[config.mk]
export PLATFORM = sky130hd
export DESIGN_NAME = positional_list_engine
export DESIGN_NICKNAME = d
export VERILOG_FILES = /design/src/hdl/plist_pkg.sv /design/src/hdl/plist_ctrl.sv /design/src/hdl/plist_dp.sv /design/src/hdl/positional_list_engine.sv
export SDC_FILE = /design/constraint.sdc
export NUM_CORES = 2
export LEC_CHECK = 0
export BUFFER_PORTS_ARGS = -buffer_cell sky130_fd_sc_hd__buf_2
export CELL_PAD_IN_SITES_DETAIL_PLACEMENT = 1
export CELL_PAD_IN_SITES_GLOBAL_PLACEMENT = 1
export CORE_MARGIN = 1.5
export CORE_UTILIZATION = 53
export CTS_BUF_LIST = sky130_fd_sc_hd__clkbuf_8 sky130_fd_sc_hd__clkbuf_16
export CTS_CLUSTER_DIAMETER = 150
export CTS_CLUSTER_SIZE = 40
export DETAILED_ROUTE_END_ITERATION = 6
export PLACE_DENSITY_LB_ADDON = 0.3
export SYNTH_ARGS = -nofsm -noshare
export SYNTH_HDL_FRONTEND = slang
export SYNTH_HIERARCHICAL = 1
export SYNTH_SLANG_ARGS = --single-unit
[constraint.sdc]
create_clock -name i_clk -period 7.7 [get_ports i_clk]
set_clock_uncertainty 0.15 [all_clocks]
set_input_delay 0.385 -clock i_clk [delete_from_list [all_inputs] [get_ports i_clk]]
set_output_delay 0.385 -clock i_clk [all_outputs]
set_load 0.01 [all_outputs]
[src/hdl/plist_pkg.sv]
`default_nettype none

package plist_pkg;

    localparam int MODE_W = 2;
    localparam int POS_W  = 8;
    localparam int VAL_W  = 32;
    localparam int STAT_W = 2;

    localparam logic [MODE_W-1:0] MODE_INSERT = 2'd0;
    localparam logic [MODE_W-1:0] MODE_DELETE = 2'd1;
    localparam logic [MODE_W-1:0] MODE_GET    = 2'd2;
    localparam logic [MODE_W-1:0] MODE_LOCATE = 2'd3;

    localparam logic [STAT_W-1:0] ST_OK       = 2'd0;
    localparam logic [STAT_W-1:0] ST_RANGE    = 2'd1;
    localparam logic [STAT_W-1:0] ST_NOTFOUND = 2'd2;
    localparam logic [STAT_W-1:0] ST_FULL     = 2'd3;

    typedef enum logic [1:0] {
        S_IDLE,
        S_EXEC,
        S_FIN
    } t_state;

    typedef struct packed {
        logic load;
        logic exec;
    } t_dp_cmd;

endpackage

`default_nettype wire

[src/hdl/plist_ctrl.sv]
`default_nettype none

module plist_ctrl (
    input  wire logic              i_clk,
    input  wire logic              i_rst_n,
    input  wire logic              start,
    output logic                   busy,
    output logic                   o_done,
    output plist_pkg::t_dp_cmd     o_cmd
);
    import plist_pkg::*;

    t_state r_state;
    t_state n_state;

    always_ff @(posedge i_clk) begin
        if (!i_rst_n) begin
            r_state <= S_IDLE;
        end else begin
            r_state <= n_state;
        end
    end

    always_comb begin
        n_state = r_state;
        unique case (r_state)
            S_IDLE: begin
                if (start) n_state = S_EXEC;
            end
            S_EXEC: begin
                n_state = S_FIN;
            end
            S_FIN: begin
                n_state = start ? S_EXEC : S_IDLE;
            end
            default: begin
                n_state = S_IDLE;
            end
        endcase
    end

    always_comb begin
        busy       = 1'b0;
        o_done     = 1'b0;
        o_cmd.exec = 1'b0;
        unique case (r_state)
            S_IDLE: begin
            end
            S_EXEC: begin
                busy       = 1'b1;
                o_cmd.exec = 1'b1;
            end
            S_FIN: begin
                o_done = 1'b1;
            end
            default: begin
            end
        endcase
        o_cmd.load = start && !busy;
    end

endmodule

`default_nettype wire

[src/hdl/plist_dp.sv]
`default_nettype none

module plist_dp #(
    parameter int CAPACITY = 16
) (
    input  wire logic                                   i_clk,
    input  wire logic                                   i_rst_n,
    input  wire plist_pkg::t_dp_cmd                     i_cmd,
    input  wire logic [plist_pkg::MODE_W-1:0]           i_mode,
    input  wire logic [plist_pkg::POS_W-1:0]            i_position,
    input  wire logic signed [plist_pkg::VAL_W-1:0]     i_value,
    output logic [plist_pkg::STAT_W-1:0]                o_status,
    output logic signed [plist_pkg::VAL_W-1:0]          o_read_value,
    output logic [plist_pkg::POS_W-1:0]                 o_found_position,
    output logic [plist_pkg::POS_W-1:0]                 o_length
);
    import plist_pkg::*;

    localparam int CW = $clog2(CAPACITY + 1);
    localparam int IW = (CAPACITY > 1) ? $clog2(CAPACITY) : 1;

    logic [MODE_W-1:0]        r_mode;
    logic [POS_W-1:0]         r_pos;
    logic [VAL_W-1:0]         r_val;
    logic [VAL_W-1:0]         r_cells [CAPACITY];
    logic [VAL_W-1:0]         n_cells [CAPACITY];
    logic [CW-1:0]            r_count;
    logic [CW-1:0]            n_count;
    logic [CAPACITY-1:0]      r_match;
    logic [CAPACITY-1:0]      n_match;
    logic [STAT_W-1:0]        r_status;
    logic [STAT_W-1:0]        n_status;
    logic [VAL_W-1:0]         r_read;
    logic [VAL_W-1:0]         n_read;
    logic                     r_is_loc;

    logic [POS_W:0]           pos_ext;
    logic [POS_W:0]           cnt_ext;
    logic [POS_W:0]           pos_m1;
    logic [IW-1:0]            rd_idx;
    logic                     pos_zero;
    logic                     full;
    logic                     ins_ok;
    logic                     del_ok;
    logic [POS_W-1:0]         found;

    assign pos_ext  = (POS_W + 1)'(r_pos);
    assign cnt_ext  = (POS_W + 1)'(r_count);
    assign pos_m1   = pos_ext - (POS_W + 1)'(1);
    assign rd_idx   = pos_m1[IW-1:0];
    assign pos_zero = (r_pos == '0);
    assign full     = (r_count == CW'(CAPACITY));

    always_comb begin
        ins_ok   = 1'b0;
        del_ok   = 1'b0;
        n_status = ST_OK;
        n_read   = '0;
        n_count  = r_count;
        unique case (r_mode)
            MODE_INSERT: begin
                if (pos_zero || pos_ext > cnt_ext + (POS_W + 1)'(1)) begin
                    n_status = ST_RANGE;
                end else if (full) begin
                    n_status = ST_FULL;
                end else begin
                    ins_ok  = 1'b1;
                    n_count = r_count + CW'(1);
                end
            end
            MODE_DELETE: begin
                if (pos_zero || pos_ext > cnt_ext) begin
                    n_status = ST_RANGE;
                end else begin
                    del_ok  = 1'b1;
                    n_count = r_count - CW'(1);
                end
            end
            MODE_GET: begin
                if (pos_zero || pos_ext > cnt_ext) begin
                    n_status = ST_RANGE;
                end else begin
                    n_read = r_cells[rd_idx];
                end
            end
            MODE_LOCATE: begin
                n_status = ST_NOTFOUND;
            end
            default: begin
                n_status = ST_OK;
            end
        endcase
    end

    for (genvar k = 0; k < CAPACITY; k++) begin : g_cell
        logic at_or_after;
        assign at_or_after = ((POS_W + 1)'(k) >= pos_m1);
        assign n_match[k]  = (CW'(k) < r_count) && (r_cells[k] == r_val);

        if (k == 0) begin : g_first
            always_comb begin
                n_cells[k] = r_cells[k];
                if (ins_ok && at_or_after) begin
                    n_cells[k] = r_val;
                end else if (del_ok && at_or_after && k < CAPACITY - 1) begin
                    n_cells[k] = r_cells[(k + 1) % CAPACITY];
                end
            end
        end else begin : g_rest
            always_comb begin
                n_cells[k] = r_cells[k];
                if (ins_ok && at_or_after) begin
                    n_cells[k] = ((POS_W + 1)'(k) == pos_m1) ? r_val : r_cells[k - 1];
                end else if (del_ok && at_or_after && k < CAPACITY - 1) begin
                    n_cells[k] = r_cells[(k + 1) % CAPACITY];
                end
            end
        end
    end

    always_ff @(posedge i_clk) begin
        if (i_cmd.load) begin
            r_mode <= i_mode;
            r_pos  <= i_position;
            r_val  <= i_value;
        end
        if (i_cmd.exec) begin
            r_cells  <= n_cells;
            r_match  <= n_match;
            r_status <= n_status;
            r_read   <= n_read;
            r_is_loc <= (r_mode == MODE_LOCATE);
        end
    end

    always_ff @(posedge i_clk) begin
        if (!i_rst_n) begin
            r_count <= '0;
        end else if (i_cmd.exec) begin
            r_count <= n_count;
        end
    end

    // lowest matching slot wins
    always_comb begin
        found = '0;
        for (int k = CAPACITY - 1; k >= 0; k--) begin
            if (r_match[k]) found = POS_W'(k + 1);
        end
    end

    always_comb begin
        o_status         = r_status;
        o_found_position = '0;
        if (r_is_loc) begin
            o_status         = (|r_match) ? ST_OK : ST_NOTFOUND;
            o_found_position = found;
        end
    end

    assign o_read_value = r_read;
    assign o_length     = POS_W'(r_count);

endmodule

`default_nettype wire

[src/hdl/positional_list_engine.sv]
// positional_list_engine: ordered list of up to CAPACITY signed 32-bit values
// request channel: drive i_mode, i_position, i_value with start; the request
//   is taken at a rising edge where start is high and busy is low
// modes: insert at 1-based position, delete at position, get at position,
//   locate the first position holding i_value
// result channel: o_done is high for one cycle; o_status, o_read_value,
//   o_found_position and o_length are valid in that cycle only
// sequence: the request edge enters S_EXEC, and o_done is high in S_FIN, after it;
//   busy is high only in the cycle where the cell row shifts and the
//   compare vector is captured, and a new request may be given while the
//   previous result is on the ports
// the receiver cannot stall; each result must be taken in its o_done cycle
// reset (i_rst_n low, synchronous) empties the list and drops any request in
//   flight; list contents are not cleared, only the length
// rejected requests (bad position, full list) leave the list unchanged
`default_nettype none

module positional_list_engine #(
    parameter int CAPACITY = 16
) (
    input  wire logic                                   i_clk,
    input  wire logic                                   i_rst_n,
    input  wire logic                                   start,
    output logic                                        busy,
    input  wire logic [plist_pkg::MODE_W-1:0]           i_mode,
    input  wire logic [plist_pkg::POS_W-1:0]            i_position,
    input  wire logic signed [plist_pkg::VAL_W-1:0]     i_value,
    output logic                                        o_done,
    output logic [plist_pkg::STAT_W-1:0]                o_status,
    output logic signed [plist_pkg::VAL_W-1:0]          o_read_value,
    output logic [plist_pkg::POS_W-1:0]                 o_found_position,
    output logic [plist_pkg::POS_W-1:0]                 o_length
);
    import plist_pkg::*;

    t_dp_cmd cmd;

    plist_ctrl u_ctrl (
        .i_clk   (i_clk),
        .i_rst_n (i_rst_n),
        .start   (start),
        .busy    (busy),
        .o_done  (o_done),
        .o_cmd   (cmd)
    );

    plist_dp #(
        .CAPACITY (CAPACITY)
    ) u_dp (
        .i_clk            (i_clk),
        .i_rst_n          (i_rst_n),
        .i_cmd            (cmd),
        .i_mode           (i_mode),
        .i_position       (i_position),
        .i_value          (i_value),
        .o_status         (o_status),
        .o_read_value     (o_read_value),
        .o_found_position (o_found_position),
        .o_length         (o_length)
    );

endmodule

`default_nettype wire

=== Yosys cells after proc, flatten, opt, wreduce, memory -nomap -nowiden ===
Index checks and enable logic that the tools add are counted.

* Flip-flop bits (word level): 612
* Bits in latches: 0
* RAM bits: 0
* Bits in read-only memories: 0
* Input port bits: 45
* Output and inout port bits: 52
* Logic and storage cells: 282
* Memories kept: 0

* Add/sub/neg operators: 4
* Multiply operators: 0
* Div/mod/pow operators: 0
* $lt $le $gt $ge: 35
* Equal/unequal tests: 41
* Shift-type cells: 0
* Multiplexer cells: 85
* Bitwise gates (word level): 2
* Reductions and logical operators: 90

{| class="wikitable"
|+ Operators by type and width
! cell !! number
|-
| two-way mux 32 bit || 47
|-
| == test 32 bit || 16
|-
| binary-select mux 32 bit (select 4 bit) || 1
|-
| two-way mux 5 bit || 20
|-
| == test 4 x 9 -> 1 bit, first input constant || 8
|-
| >= comparator 4 x 9 -> 1 bit, first input constant || 8
|-
| logical AND 1 bit || 48
|-
| < comparator 4 x 5 -> 1 bit, first input constant || 8
|-
| == test 3 x 9 -> 1 bit, first input constant || 4
|-
| >= comparator 3 x 9 -> 1 bit, first input constant || 4
|-
| AND reduction 2 bit || 16
|-
| nonzero test 2 bit || 16
|-
| < comparator 3 x 5 -> 1 bit, first input constant || 4
|-
| == test 2 x 9 -> 1 bit, first input constant || 2
|-
| >= comparator 1 x 9 -> 1 bit, first input constant || 2
|-
| >= comparator 2 x 9 -> 1 bit, first input constant || 2
|-
| OR reduction 16 bit || 1
|-
| case mux 2 bit (3 select lines) || 2
|-
| < comparator 1 x 5 -> 1 bit, first input constant || 2
|-
| < comparator 2 x 5 -> 1 bit, first input constant || 2
|-
| two-way mux 2 bit || 5
|-
| case mux 5 bit (2 select lines) || 1
|-
| == test 1 x 9 -> 1 bit, first input constant || 1
|-
| > comparator 8 x 9 -> 1 bit || 1
|-
| other kinds (19) || 36
|}

=== Logic depth before layout (Yosys ltp) ===
* Depth after elaboration: 17
* Depth in mapped cells: 17
* Depth with buffers taken out: 10

=== Cells and area by module ===
The synthesis kept the hierarchy.

{| class="wikitable"
|+ By module, submodules not included
! module !! instances !! cells an instance !! area each (µm²) !! sequential area each (µm²)
|-
| plist_dp || 1 || 3520 || 40953.0 || 18267.5
|-
| plist_ctrl || 1 || 9 || 87.6 || 40.0
|}

=== Least setup slack after synthesis ===
Ideal clock, no wire load.

* Path kind: register to register
* From: register u_dp.r_pos[0]
* To: register u_dp/r_cells[416] (netlist bit), enable pin
* Setup time: 461 ps
* Data arrival time: 5986 ps
* Required time: 7089 ps
* Setup slack: 1103 ps
* Cell stages (with the launch flop): 14
* Path buffers: 6
* Clock period less this slack: 6597 ps
* Cells stage by stage: edfxtp_1 -> buf_2 -> inv_2 -> clkbuf_1 -> clkbuf_1 -> clkbuf_1 -> clkbuf_1 -> ha_1 -> nor3b_1 -> xor2_1 -> nor4_1 -> buf_2 -> o211ai_1 -> nor3_1

* Cells in the longest elaborated chain, start to end: 7
* Elaborated cells between the ends (all ways): 15
* Classes of those cells: add/sub: 1; order compare: 3; mux: 4; reduce/logical: 7

{| class="wikitable"
|+ Ends and longest elaborated chain
! item !! line !! RTL
|-
| start, declared || plist_dp.sv:23 || <nowiki>logic [POS_W-1:0] r_pos;</nowiki>
|-
| start signal, assigned || plist_dp.sv:124 || <nowiki>r_pos <= i_position;</nowiki>
|-
| parallel branches: the longest is 5 deep, another holds subtractor 8 x 1 -> 9 bit || - ||
|-
| nonzero test 2 bit (no source line) (*) || - ||
|-
| AND reduction 2 bit (no source line) (*) || - ||
|-
| end signal, assigned || plist_dp.sv:128 || <nowiki>r_cells <= n_cells;</nowiki>
|-
| end, declared || plist_dp.sv:25 || <nowiki>logic [VAL_W-1:0] r_cells [CAPACITY];</nowiki>
|}

Every way passes the cells marked *.
A chain may end at the register's enable or synchronous reset.

==> metrics.md <==
| Metric | Value |
|---|---|
| Worst IR Drop VDD | 207 µV |
| Worst reg2reg setup slack | 2.52 ns |
| Post-DP HPWL | 125000 µm |
| CORE AREA | 76300 µm² |
| Aggregate routed wire length | 178000 µm |
| Fillers | 7878 |
| Row count | 101 |
| RR Endpoint | u_dp/r_cells[39]$_DFFE_PP_ |
| WHS Endpoint | u_dp/r_val[18]$_DFFE_PP_ |
| Mapped Area | 41000 µm² |
| CTS tree | yes |
| Number of vias per cell | 7.35 |
| DRC | 0 |
| Per-cell routed wire length | 39.7 µm |
| Root buffer selected by CTS | clkbuf_16 |
| Most common flop cell mapped by yosys | edfxtp_1 |
| CTS H-tree lvls | 1 |
| Fmax | 193 MHz |
| Port bufs | 90 |
| Hold Crit Start | i_value[18] |
| Worst setup margin | 2.52 ns |
| Worst setup EP type | flop |
| Crit path required time | 7.95 ns |
| Status | finished, final reports clean |
| Worst flop-to-flop path startpoint | u_dp/r_count[4]$_SDFFE_PN0P_ |
| Syn_area_per_cell | 11.6 µm² |
| Pre-CTS WS | 2.69 ns |
| Ports | 97 |
| Crit-path max FO | 17 |
| Starting density of the core | 0.538 |
| Post-synth EDFFs | 605 |
| RSZ-0062 raised after global routing | false |
| Sequential area share after synthesis | 0.446 |
| Post-synth top cells | 605 x edfxtp_1, 547 x mux2_2, 288 x xor2_1 |
| Vias | 33000 |
| Worst-path clk slew | 0.17 ns |
| Final min period | 5.18 ns |
| Max-Slew Margin vs Limit | 0.140 |
| Total negative setup slack | 0 ns |
| GR Util All Layers | 0.445 |
| Nets | 3518 |
| Fraction of layout cells with a size suffix above 1 | 0.257 |
| Period utilization | 0.673 |
| Post-Syn Instances | 3529 |
| Leakage | 15.4 nW |
| Power Dens Cells | 143 nW/µm² |
| Clk_lat worst skew | 0.67 ns |
| Yosys top cell by area | edfxtp_1 |
| First-pass detailed-route iteration total | 6 |
| Initial antenna violation count | 5 |
| Startpoint types | flop |
| CTS Buffer Depth | 3 |
| Max-Cap Viols | 0 |
| Die outline width | 281 µm |
| Min-Delay Path Class | input pin to flop |
| Final Wtd Congestion | 1.05 |
| Clk sink count | 612 |
| Crit path DAT | 5.43 ns |
| Synth unique cells | 65 |
| Total global routing overflow | 0 |
| Final ANT Viol Nets | 0 |
| First-pass GRT wire length | 250000 µm |
| CTS buffer count | 19 |
| Final Hold Fails | 0 |
| Area growth, synth to finish | 6.26% |
| Worst slew pin tran | 1.28 ns |
| Setup-failing EPs final | 0 |
| R2R depth | 11 |
| Kind of critical path | flop to flop |
| Count leader, synth | edfxtp_1 |
| Pins over their slew limit | 0 |
| Share of the synthesized area in the top cell type | 0.443 |
| Yosys reg bits | 612 |
| Vias in the first global route | 31700 |
| Async set-reset flop share out of synthesis | 0 |
| Synth area leaders | edfxtp_1 44%, mux2_2 15%, xor2_1 6.1% |
| WHS Path Cells | 2 |
| Yosys Warn Count | 6 |
| DRT iter0 DRCs | 5301 |
| Die area | 79100 µm² |
| Largest net degree at the start of global routing | 128 |
| Die H | 281 µm |
-- power breakdown --
group          switching (mW)  internal, mW  total [mW]
Sequential             0.0242          3.64        3.66
Combinational           0.711         0.288        1.00
Clock                    1.10         0.464        1.56
-- worst max path at each step --
stage / from / endpoint / slack (ns) / cells after the start
after CTS: u_dp/r_pos[0]$_DFFE_PP_ / u_dp/o_read_value[31]$_SDFFCE_PP0P_ / 2.67 / 9
after global routing: u_dp/r_count[4]$_SDFFE_PN0P_ / u_dp/r_cells[39]$_DFFE_PP_ / 2.43 / 11
after detailed placement: u_dp/r_pos[0]$_DFFE_PP_ / u_dp/o_read_value[31]$_SDFFCE_PP0P_ / 2.69 / 9
final: u_dp/r_count[4]$_SDFFE_PN0P_ / u_dp/r_cells[39]$_DFFE_PP_ / 2.52 / 11
after global placement: u_dp/r_pos[0]$_DFFE_PP_ / u_dp/o_read_value[31]$_SDFFCE_PP0P_ / 2.77 / 9
after floorplan: u_dp/r_pos[0]$_DFFE_PP_ / u_dp/r_cells[416]$_DFFE_PP_ / 1.10 / 13
-- final cells by class --
type / instances / area (µm²) / share of cell area
Antenna cell: 1 / 2.50 / 0.0000574
Sequential cell: 612 / 18300 / 0.420
Timing Repair Buffer: 246 / 1760 / 0.0403
Tap cell: 1030 / 1290 / 0.0296
Clock inverter: 5 / 51.3 / 0.00118
Multi-Input combinational cell: 2553 / 21600 / 0.496
Clock buffer: 19 / 475 / 0.0109
Inverter: 20 / 80.1 / 0.00184
-- cells in the final DEF, fill, tap and decap left out, types with 63 or more instances in the layout --
cell | synthesis | layout
nor4_1 | 86 | 84
xor2_1 | 288 | 286
a31oi_1 | 74 | 74
a221oi_1 | 63 | 63
buf_4 | 7 | 109
mux2i_1 | 147 | 147
nand4_1 | 66 | 66
mux2_1 | 95 | 95
nand2_1 | 271 | 269
a21oi_1 | 157 | 149
o21ai_0 | 127 | 127
edfxtp_1 | 605 | 605
buf_2 | 55 | 90
xnor2_1 | 233 | 232
mux2_2 | 547 | 547
-- registers in the layout, indices dropped and copies added, names as in the netlist --
name               cells
u_dp/r_cells         512
u_dp/o_read_value     32
u_dp/r_val            32
u_dp/r_match          16
u_dp/r_pos             8
u_dp/r_count           5
u_ctrl/r_state         2
u_dp/r_mode            2
u_dp/r_status          2
u_dp/r_is_loc          1
-- timing repair --
item | 4_1_cts | 5_1_grt
setup endpoints to repair | 0 | 0
hold endpoints to repair | 47 | 0
buffers inserted | 0 | 0
gates resized for setup | 0 | 0
hold buffers | 45 | 0
-- per-layer routing --
metal	track usage	up-vias	share of wire
li1	-	13100	-
met4	0.197	8	0.059
met2	0.668	2527	0.43
met5	0	-	0.00031
met3	0.130	412	0.13
met1	0.597	17000	0.38
-- worst max-delay path, cell delays in order, from the launching register on --
cell and delay, ns:
dfxtp_1 0.72, clkinv_1 0.43, or3_1 0.49, ha_1 0.40
and3_1 0.19, nand3_1 0.09, mux2i_1 0.57, o211ai_1 0.18
buf_4 0.26, nor2_4 0.62, buf_4 0.45, mux2_2 0.38
-- logic make-up (layout without fill, tap and decap cells) --
kind of cell               count (synthesis)  in the layout  synth area share
xor gates and xnor gates                 522            522             0.112
and+or+nand+nor                          616            616            0.0737
DFF                                      612            612             0.446
AOI/OAI and AO/OA                        538            538            0.0806
muxes                                    850            850             0.245
other                                      1              7         0.0000914
buffers and inverters                    369            290            0.0361
adders and majority gates                 21             21           0.00640
-- metrics by stage --
stage	hold WS, ns	area [µm²]	total power, mW	utilization	std cells
after floorplan	0.262	41100	4.27	-	3534
after global placement	0.271	42600	4.64	0.559	4416
after detailed placement	0.314	42600	4.66	0.559	4416
after CTS	0.262	43600	6.18	0.571	4485
after global routing	0.292	43600	6.31	0.571	4485
final	0.270	43600	6.22	0.571	4486
No activity file was read; power rests on OpenSTA's default activity.
